===== src/design/gcrt_pkg.sv =====
package gcrt_pkg;

    // configuration register indexes
    localparam int CfgIdxW = 3;
    localparam logic [CfgIdxW-1:0] CFG_PRIME_ZERO    = 3'd0;
    localparam logic [CfgIdxW-1:0] CFG_PRIME_ONE     = 3'd1;
    localparam logic [CfgIdxW-1:0] CFG_PRIME_TWO     = 3'd2;
    localparam logic [CfgIdxW-1:0] CFG_PRIME_THREE   = 3'd3;
    localparam logic [CfgIdxW-1:0] CFG_INVERSE_ONE   = 3'd4;
    localparam logic [CfgIdxW-1:0] CFG_INVERSE_TWO   = 3'd5;
    localparam logic [CfgIdxW-1:0] CFG_INVERSE_THREE = 3'd6;

    localparam int WordW = 64;

    // one coefficient as it waits in the front queue
    typedef struct packed {
        logic             final_coeff;
        logic [WordW-1:0] residue_d;
        logic [WordW-1:0] residue_c;
        logic [WordW-1:0] residue_b;
        logic [WordW-1:0] residue_a;
    } t_item;

    // back-end sequencer states
    typedef enum logic [3:0] {
        S_IDLE,
        S_P01,
        S_P012,
        S_RX,
        S_RR,
        S_MD,
        S_RT,
        S_MX,
        S_ADD,
        S_EMIT
    } t_state;

endpackage


===== src/design/gcrt_front.sv =====
module gcrt_front (
    input  logic                 i_clk,
    input  logic                 i_rst_n,
    input  logic                 s_axis_tvalid,
    output logic                 s_axis_tready,
    input  logic [255:0]         s_axis_tdata,  // residue_a, residue_b, residue_c, residue_d
    input  logic                 s_axis_tlast,  // final_coeff
    output logic                 o_q_valid,
    output gcrt_pkg::t_item      o_q_item,
    input  logic                 i_q_pop
);
    import gcrt_pkg::*;

    t_item      r_q [2];
    logic       r_wp;
    logic       r_rp;
    logic [1:0] r_cnt;
    logic       w_push;
    logic       w_pop;
    t_item      w_in;

    // classify the incoming transfer into an item
    always_comb begin
        w_in.residue_a   = s_axis_tdata[63:0];
        w_in.residue_b   = s_axis_tdata[127:64];
        w_in.residue_c   = s_axis_tdata[191:128];
        w_in.residue_d   = s_axis_tdata[255:192];
        w_in.final_coeff = s_axis_tlast;
    end

    assign s_axis_tready = (r_cnt != 2'd2);
    assign w_push        = s_axis_tvalid && s_axis_tready;
    assign o_q_valid     = (r_cnt != 2'd0);
    assign w_pop         = i_q_pop && o_q_valid;
    assign o_q_item      = r_q[r_rp];

    // two-entry queue storage
    always_ff @(posedge i_clk) begin
        if (w_push) begin
            r_q[r_wp] <= w_in;
        end
    end

    // queue pointers and fill level
    always_ff @(posedge i_clk) begin
        if (!i_rst_n) begin
            r_wp  <= 1'b0;
            r_rp  <= 1'b0;
            r_cnt <= 2'd0;
        end else begin
            if (w_push) begin
                r_wp <= ~r_wp;
            end
            if (w_pop) begin
                r_rp <= ~r_rp;
            end
            r_cnt <= r_cnt + {1'b0, w_push} - {1'b0, w_pop};
        end
    end

endmodule


===== config.mk =====
export PLATFORM = sky130hd
export DESIGN_NAME = gcrt_front
export DESIGN_NICKNAME = d
export VERILOG_FILES = /design/src/design/gcrt_pkg.sv /design/src/design/gcrt_front.sv
export SDC_FILE = /design/constraint.sdc
export NUM_CORES = 1
export LEC_CHECK = 0
export BUFFER_PORTS_ARGS = -buffer_cell sky130_fd_sc_hd__buf_2
export CAP_MARGIN = 20
export CORE_ASPECT_RATIO = 1.2
export CORE_MARGIN = 2
export CORE_UTILIZATION = 30
export DETAILED_ROUTE_END_ITERATION = 10
export PLACE_DENSITY = 0.49
export REMOVE_ABC_BUFFERS = 1
export SLEW_MARGIN = 20
export SYNTH_ARGS = -nofsm -noshare
export SYNTH_HDL_FRONTEND = slang
export SYNTH_SLANG_ARGS = --single-unit

===== constraint.sdc =====
create_clock -name i_clk -period 21.2 [get_ports i_clk]
set_input_delay 2.12 -clock i_clk [delete_from_list [all_inputs] [get_ports i_clk]]
set_output_delay 2.12 -clock i_clk [all_outputs]
set_load 0.005 [all_outputs]

==> flow_summary_export.csv, run 1 <==
group,metric,value,unit
synth,yosys_warnings,0,
synth,ys_types,20,
timing,relSlewSlack,0.170,
power_and_ir_drop,pwr_density_cell,117,mW/mm²
floorplan,die_area,0.0680,mm²
finish,drive_gt1_frac,0.610,
clocking,postCtsSetupBuffers,0,
global_route,grt_usage,0.128,
synth,synth_top_area_cell,"edfxtp_1",
floorplan,core,0.0656,mm²
floorplan,die_x,238,µm
global_route,grt_max_degree,122,
finish,fin_util,0.378,
synth,avgSynthCellArea,24.0,µm²
timing,hold_viol,0,
synth,synth_cells,824,
clocking,cts_tree,"done",
route,wl,45200,µm
finish,fin_nets,1643,
outcome,status,"finished, final reports clean",
setup_path,crit_required,19.08,ns
clocking,cts_buffer_depth,3,
timing,report.final.slew_viol_count,0,
floorplan,start_util,0.302,
synth,syn_area,0.0198,mm²
flow_run,cap_violations,0,
route,dr.pass1.iters,6,
global_route,grt_pass1_wl,65000,µm
route,final_antenna_net_count,0,
clocking,clock_sinks,519,
timing,period_share,0.277,
power_and_ir_drop,p_leak,9.54,nW
finish,syn2layout_area_growth,25.3,%
setup_path,critPathMaxFanout,52,
timing,fin_crit,5.87,ns
clocking,clk_latency,0.58,ns
clocking,root_buffer,"clkbuf_16",
setup_path,r2r_slack,17.37,ns
place,dpl.hpwl,31100,µm
clocking,cts_max_level,2,
setup_path,crit_path_start_kind,"flop",
route,wire_per_inst,20.0,µm
route,drc_errors,0,
place,gp_congestion,0.743,
timing,fin_skew,0.0135,ns
floorplan,pin_count,520,
power_and_ir_drop,p_total,2.89,mW
min_path,min_path_type,"flop to flop",
timing,worstMarginPinSlew,1.25,ns
timing,setup_viol,0,
route,vias,9603,
clocking,postCtsHoldBufs,0,
synth,synth-seq-cells,519,
global_route,first_global_vias,10200,
synth,synthTopCellsByArea,"edfxtp_1 (78%), mux2_4 (17%), mux2_2 (1.5%), buf_6 (0.85%), buf_8 (0.83%)",
global_route,grt_overflow_total,0,
route,drt_iter0_drc,412,
timing,fmax,170,MHz
clocking,numCtsBuffers,53,
power_and_ir_drop,ir_drop,0.0695,mV
setup_path,critPathKind,"flop to output port",
setup_path,end_kind,"output port",
setup_path,arrival,3.75,ns
clocking,cts.clk_slew.worst_paths,0.06,ns
timing,fin_setup_tns,0,ns
finish,final_cell_mix,"buf_2 (519), edfxtp_1 (514), mux2_4 (230), clkbuf_16 (53), mux2_2 (27)",
place,port_buffers,519,
finish,layout_commonest_cell,"buf_2",
floorplan,die_y,285,µm
global_route,antenna_found_initial,7,
route,vias_per_cell,4.25,
timing,rsz0062_at_grt,"no",
clocking,post_cts_resized,0,
floorplan,core.rowCount,103,
synth,synth_seq_area_share,0.785,
synth,yosys.area.top_type_share,0.780,
[path summary, 6_finish.rpt]
| kind | start | to | cells after the start |
|---|---|---|---|
| min reg2reg | r_wp$_SDFFE_PN0N_ | r_wp$_SDFFE_PN0N_ | 2 |
| min | r_wp$_SDFFE_PN0N_ | r_wp$_SDFFE_PN0N_ | 2 |
| max | flop | o_q_item[12] | 4 |
| max reg2reg | r_cnt[0]$_SDFF_PN0_ | r_q[1][148]$_DFFE_PP_ | 5 |
[metrics by stage]
step / instances / setup WS (ns) / cell area (µm²) / hold WS (ns)
4_1_cts: 2257 / 15.25 / 24800 / 0.535
3_5_place_dp: 2165 / 15.58 / 23200 / 0.520
5_1_grt: 2259 / 15.13 / 24800 / 0.566
6_report: 2259 / 15.33 / 24800 / 0.531
2_1_floorplan: 795 / 7.46 / 19400 / 0.455
3_3_place_gp: 2165 / 15.59 / 23200 / 0.517
[sequential cells by signal, indices dropped and copies added (netlist names), named ones only]
name	cells
r_q	514
r_cnt	2
r_rp	1
r_wp	1
[cell usage after synthesis]
master	count
and2_1	2
and3_1	1
buf_12	1
buf_2	2
buf_6	15
buf_8	11
dfxtp_1	5
edfxtp_1	514
ha_1	2
inv_1	1
mux2_2	27
mux2_4	230
mux2i_1	1
nand2_1	2
nand2b_1	2
nor2_1	1
nor2b_1	2
o21a_1	1
or2_2	1
xnor2_1	3
[logic make-up (layout without fill, tap and decap cells)]
kind of cell	count (synthesis)	count (layout)	share of synthesized area
AO/OA/AOI/OAI	1	1	0.000379
XOR/XNOR	3	3	0.00133
adder cells (fa/ha/maj)	2	2	0.00126
buffers and inverters	30	623	0.0186
flip-flops	519	519	0.785
multiplexers	258	258	0.190
other	0	2	0
AND/OR/NAND/NOR	11	11	0.00310
[routing by layer]
layer	vias up	share of wire	global-route usage	routed length (µm)
met2	315	0.52	0.226	23500
li1	4406	-	-	-
met4	10	0.030	0.0475	1340
met5	-	0.0015	0	68
met3	84	0.067	0.0391	3050
met1	4788	0.38	0.144	17200
[cell type report]
| class | count | area, µm² |
|---|---|---|
| Fill cell | 6072 | 40800 |
| Antenna cell | 2 | 5.00 |
| Inverter | 1 | 3.75 |
| Sequential cell | 519 | 15500 |
| Timing Repair Buffer | 530 | 2690 |
| Clock buffer | 68 | 1430 |
| Tap cell | 840 | 1050 |
| Multi-Input combinational cell | 275 | 3900 |
| Clock inverter | 24 | 169 |
[critical path, stage by stage (launching register included)]
cell and delay [ns]:
dfxtp_4 0.81, buf_4 0.86, buf_4 0.82, mux2_2 0.42, buf_2 0.13
[report_power, final]
group,internal (mW),switching (mW)
Combinational,0.368,0.321
Sequential,1.29,0.0441
Clock,0.497,0.370
Total,2.15,0.735
(Power assumes the default switching activity.)
==> run 2: changes to the inputs <==
PLACE_DENSITY = 0.51   (was 0.49)
clock period = 4.85 ns   (was 21.2 ns; I/O delays follow)
==> flow_summary_export.csv, run 2 (synthesis results as in run 1) <==
group,metric,value,unit
outcome,status,"finished, final reports clean",
global_route,grt_max_degree,95,
timing,period_share,0.624,
clocking,cts.clk_slew.worst_paths,0.06,ns
min_path,min_path_cells,1,
floorplan,pin_count,520,
power_and_ir_drop,p_leak,9.66,nW
setup_path,rr_worst_depth,3,
setup_path,timing.rr.end,"r_q[1][116]$_DFFE_PP_",
clocking,cts_buffer_depth,3,
route,vias,9709,
clocking,cts_tree,"done",
floorplan,die_x,238,µm
floorplan,core.rowCount,103,
timing,hold_viol,0,
setup_path,crit_required,4.37,ns
route,wl,45500,µm
finish,drive_gt1_frac,0.610,
finish,layout_commonest_cell,"buf_2",
finish,fin_nets,1648,
clocking,clock_sinks,519,
finish,top_register,"r_q",
place,port_buffers,519,
timing,fin_ws,1.82,ns
floorplan,die_y,285,µm
route,vias_per_cell,4.27,
timing,fmax,330,MHz
route,dr.pass1.iters,6,
clocking,root_buffer,"clkbuf_16",
timing,fin_skew,0.0127,ns
finish,final_cell_mix,"buf_2 (519), edfxtp_1 (514), mux2_4 (230), clkbuf_16 (55), mux2_2 (27)",
timing,report.final.slew_viol_count,0,
route,drc_errors,0,
flow_run,cap_violations,0,
min_path,min_path_type,"input pin to flop",
finish,largest_reg_flops,514,
setup_path,r2r_start,"r_cnt[0]$_SDFF_PN0_",
setup_path,critPathMaxFanout,47,
timing,setup_viol,0,
timing,rsz0062_at_grt,"no",
setup_path,arrival,2.54,ns
power_and_ir_drop,ir_drop,0.335,mV
clocking,cts_max_level,2,
global_route,first_global_vias,10300,
global_route,grt_pass1_wl,65600,µm
min_path,hold_end,"r_q[0][0]$_DFFE_PP_",
floorplan,start_util,0.302,
route,final_antenna_net_count,0,
clocking,numCtsBuffers,54,
clocking,clk_latency,0.58,ns
global_route,grt_overflow_total,0,
setup_path,end_kind,"output port",
finish,largestRegisters,"r_q x514, r_cnt x2",
clocking,postCtsHoldBufs,0,
timing,fin_worst_hold_slack,0.0812,ns
global_route,grt_usage,0.129,
setup_path,r2r_slack,2.52,ns
global_route,antenna_found_initial,8,
place,dp_slack,2.36,ns
timing,relSlewSlack,0.349,
min_path,hp-start,"s_axis_tdata[0]",
setup_path,crit_path_start_kind,"flop",
power_and_ir_drop,pwr_density_cell,519,mW/mm²
place,dpl.hpwl,31000,µm
finish,final_cell_count_no_fill,2274,
clocking,post_cts_resized,0,
floorplan,die_area,0.0680,mm²
place,dp.cells,2169,
floorplan,core,0.0656,mm²
timing,worstMarginPinSlew,0.977,ns
route,drt_iter0_drc,346,
clocking,postCtsSetupBuffers,0,
setup_path,critPathKind,"flop to output port",
place,gp_congestion,0.747,
timing,fin_crit,3.03,ns
finish,syn2layout_area_growth,26.9,%
route,wire_per_inst,20.0,µm
==> run 2: cell types whose count changed in the layout (fill, tap and decap cells not counted), moves of 3 or more <==
cell       previous run  this run
buf_12                1        11
buf_4                10         4
bufinv_16             2         7
clkbuf_1             10        13
clkbuf_8              5         0
clkinv_2             10         7
diode_2               2         5
==> run 2: per-stage QoR <==
stage | util | setup TNS [ns] | instance area [µm²] | power, mW
after floorplan | - | -3881.93 | 19400 | 8.49
after global placement | 0.356 | 0 | 23300 | 9.04
after detailed placement | 0.356 | 0 | 23300 | 9.08
after CTS | 0.383 | 0 | 25100 | 13.3
after global routing | 0.383 | 0 | 25100 | 13.7
final | 0.383 | 0 | 25100 | 13.0
==> run 2: cell type report <==
class,instances,area (µm²)
repair buffers,534,2850
well taps,840,1050
flip-flops and latches,519,15500
diodes,5,12.5
multi-input cells,275,3900
clock inverters,32,344
inverters,1,3.75
fillers,6069,40500
clock buffers,68,1430
==> run 2: critical path, stage by stage (launching register included) <==
cell and delay [ns]:
dfxtp_4 1.00, buf_12 0.40, mux2_2 0.38, buf_2 0.13
==> run 2: report_power, final <==
part	internal [mW]	switching [mW]
Sequential	5.63	0.211
Combinational	1.64	1.41
Clock	2.45	1.70
Total	9.72	3.32
==> run 2: worst max path at each step <==
stage	to	slack (ns)	cells after the start
3_3_place_gp	o_q_item[25]	2.37	3
2_1_floorplan	r_q[0][0]$_DFFE_PP_	-7.28	3
5_1_grt	o_q_item[2]	1.64	3
6_report	o_q_item[2]	1.82	3
3_5_place_dp	o_q_item[25]	2.36	3
4_1_cts	o_q_item[25]	1.71	3
==> run 2: layer usage <==
metal	GRT usage	up-vias	wire, µm
met4	0.0453	10	1190
met3	0.0422	76	3380
met2	0.230	320	23800
met1	0.144	4872	17100
li1	-	4431	-
met5	0	-	56
==> run 3: changes to the inputs <==
ABC_AREA = 1   (was unset)
PLACE_DENSITY = 0.49   (was 0.51)
clock period = 2.94 ns   (was 4.85 ns; I/O delays follow)
==> flow_summary_export.csv, run 3 <==
group,metric,value,unit
power_and_ir_drop,pwr_density_cell,783,mW/mm²
timing,report.final.slew_viol_count,0,
clocking,postCtsHoldBufs,260,
clocking,postCtsSetupBuffers,0,
clocking,cts_buffer_depth,3,
power_and_ir_drop,swShare,0.250,
setup_path,crit_path_max_incr_delay,0.47,ns
route,wire_per_inst,18.6,µm
clocking,numCtsBuffers,54,
floorplan,core.rowCount,103,
synth,synthTopCellsByArea,"edfxtp_1 (78%), mux2_4 (17%), mux2_2 (1.5%), buf_6 (0.85%), buf_8 (0.83%)",
synth,async_flop_share,0,
clocking,cts.clk_slew.worst_paths,0.06,ns
min_path,min_path_cells,2,
timing,relSlewSlack,0.448,
setup_path,critPathMaxFanout,44,
finish,syn2layout_area_growth,40.4,%
route,drt_iter0_drc,357,
synth,synth_top_family_by_area,"multiplexers",
timing,fin_skew,0.00629,ns
synth,synth-seq-cells,519,
route,vias_per_cell,4.23,
clocking,root_buffer,"clkbuf_16",
setup_path,end_kind,"output port",
finish,top_register,"r_q",
finish,layout_commonest_cell,"buf_2",
setup_path,r2r_slack,0.96,ns
timing,hold_viol,0,
power_and_ir_drop,ir_drop,0.553,mV
finish,final_cell_mix,"buf_2 (519), edfxtp_1 (514), dlygate4sd3_1 (260), mux2_4 (230), clkbuf_16 (57)",
power_and_ir_drop,pwr-share-clk,0.313,
setup_path,timing.rr.end,"r_q[1][99]$_DFFE_PP_",
finish,fin_nets,1930,
clocking,cts_tree,"done",
timing,worstMarginPinSlew,0.828,ns
global_route,grt_overflow_total,0,
global_route,grt_pass1_wl,69800,µm
finish,largest_reg_flops,514,
setup_path,rr_worst_depth,5,
synth,synth_top_area_cell,"edfxtp_1",
timing,fin_setup_tns,0,ns
synth,synth_seq_area_share,0.785,
min_path,hold_end,"r_q[0][3]$_DFFE_PP_",
global_route,grt_usage,0.135,
route,drc_errors,0,
synth,synthFlopType,"edfxtp_1",
place,gp_congestion,0.795,
global_route,grt_max_degree,123,
synth,avgSynthCellArea,23.7,µm²
synth,yosys_warnings,0,
power_and_ir_drop,pwr-share-seq,0.442,
synth,synth_cells,836,
synth,synth_edf_count,514,
clocking,clk_latency,0.57,ns
synth,yosys.area_share.simple,0.00398,
timing,fmax,388,MHz
synth,synthAdderAreaFrac,0.00126,
min_path,min_path_type,"input pin to flop",
route,final_antenna_net_count,0,
place,dpl.hpwl,32100,µm
global_route,antenna_found_initial,3,
floorplan,core,0.0656,mm²
global_route,first_global_vias,12000,
synth,yosys.area.top_type_share,0.780,
clocking,post_cts_resized,0,
timing,rsz0062_at_grt,"no",
outcome,status,"finished, final reports clean",
timing,fin_worst_hold_slack,0.432,ns
synth,yosysMostFrequentCell,"edfxtp_1",
setup_path,r2r_start,"r_cnt[0]$_SDFF_PN0_",
floorplan,die_x,239,µm
setup_path,critPathKind,"flop to output port",
floorplan,die_y,285,µm
synth,syn_area,0.0198,mm²
floorplan,pin_count,520,
timing,period_share,0.876,
setup_path,crit_path_start_kind,"flop",
setup_path,cpMaxStageDelayCell,"dfxtp_4",
clocking,cts_max_level,2,
setup_path,cp_cell_sequence,"buf_12, buf_12, mux2_2, buf_2",
route,vias,10800,
power_and_ir_drop,internal-power,16.3,mW
synth,yosys-top-cells-count,"edfxtp_1 (514), mux2_4 (230), mux2_2 (27), buf_6 (15), buf_8 (11)",
route,wl,47300,µm
timing,fin_crit,2.57,ns
setup_path,cp_common_cell,"buf_12",
clocking,clock_sinks,519,
setup_path,arrival,2.28,ns
finish,drive_gt1_frac,0.514,
finish,largestRegisters,"r_q x514, r_cnt x2",
route,dr.pass1.iters,4,
power_and_ir_drop,power_frac_comb,0.246,
floorplan,die_area,0.0681,mm²
floorplan,start_util,0.302,
synth,synth-xor-area-share,0,
power_and_ir_drop,p_leak,10.8,nW
place,port_buffers,519,
min_path,hp-start,"s_axis_tdata[3]",
timing,setup_viol,0,
synth,ys_types,14,
synth,synth.area.mux_share,0.190,
flow_run,cap_violations,0,
power_and_ir_drop,switching_power,5.45,mW
synth,synth_compound_area_frac,0.000506,
setup_path,crit_required,2.65,ns
==> run 3: changes by cell type after synthesis <==
| cell | delta |
|---|---|
| nand2b_1 | -2 |
| a21oi_1 | +2 |
| xnor2_1 | -3 |
| o21a_1 | -1 |
| and3_1 | -1 |
| mux2i_1 | -1 |
| nor2_1 | +7 |
| nand3_1 | +3 |
| nand2_1 | +7 |
| nor2b_1 | -2 |
| or2_2 | -1 |
| and2_1 | -2 |
| inv_1 | +6 |
==> run 3: worst max-delay path: cells and delay by family, from the launching register on <==
family | cells | cell delay [ns]
buffers and inverters | 3 | 0.77
DFF | 1 | 0.47
muxes | 1 | 0.36
==> run 3: routing by layer <==
metal | global-route usage | routed length, µm
met5 | 0 | 15
met4 | 0.0463 | 1250
met3 | 0.0379 | 2870
met2 | 0.249 | 25300
met1 | 0.146 | 17900
==> run 3: area by class of cell <==
type | count | area (µm²)
clock inverter | 28 | 305
inverter | 7 | 33.8
tap | 840 | 1050
clock buffer | 66 | 1460
timing repair buffer | 804 | 5530
sequential | 519 | 15500
multi-input combinational | 281 | 3880
fill | 5912 | 37800
antenna | 2 | 5.00
==> run 3: worst max path at each step <==
stage                                 to  depth (start not counted)  slack [ns]
global route                o_q_item[17]                          4        0.23
finish                      o_q_item[17]                          4        0.37
floorplan            r_q[0][0]$_DFFE_PP_                          4       -9.17
detailed placement  r_q[1][18]$_DFFE_PP_                          5        0.91
global placement    r_q[1][18]$_DFFE_PP_                          5        0.94
CTS                         o_q_item[17]                          4        0.29
==> run 3: cells by family after synthesis <==
group / Yosys count
DFF: 519
adders and majority gates: 2
and+or+nand+nor: 20
muxes: 257
buffers and inverters: 36
AOI/OAI and AO/OA: 2
==> run 3: power by group through the flow <==
stage	registers [mW]	clock network, mW	logic, mW
floorplan	9.93	0	2.41
global placement	9.74	0	5.19
detailed placement	9.78	0	5.19
CTS	9.63	7.06	5.51
global route	9.71	7.31	5.77
finish	9.62	6.81	5.35
==> run 3: metrics by stage <==
stage | utilization | cell area, µm² | setup WS (ns) | total power [mW] | std cells
after CTS | 0.424 | 27800 | 0.287 | 22.2 | 2545
after detailed placement | 0.357 | 23400 | 0.910 | 15.0 | 2191
after global placement | 0.357 | 23400 | 0.937 | 14.9 | 2191
final | 0.424 | 27800 | 0.365 | 21.8 | 2547
after global routing | 0.424 | 27800 | 0.233 | 22.8 | 2547
after floorplan | - | 19400 | -9.17 | 12.3 | 807
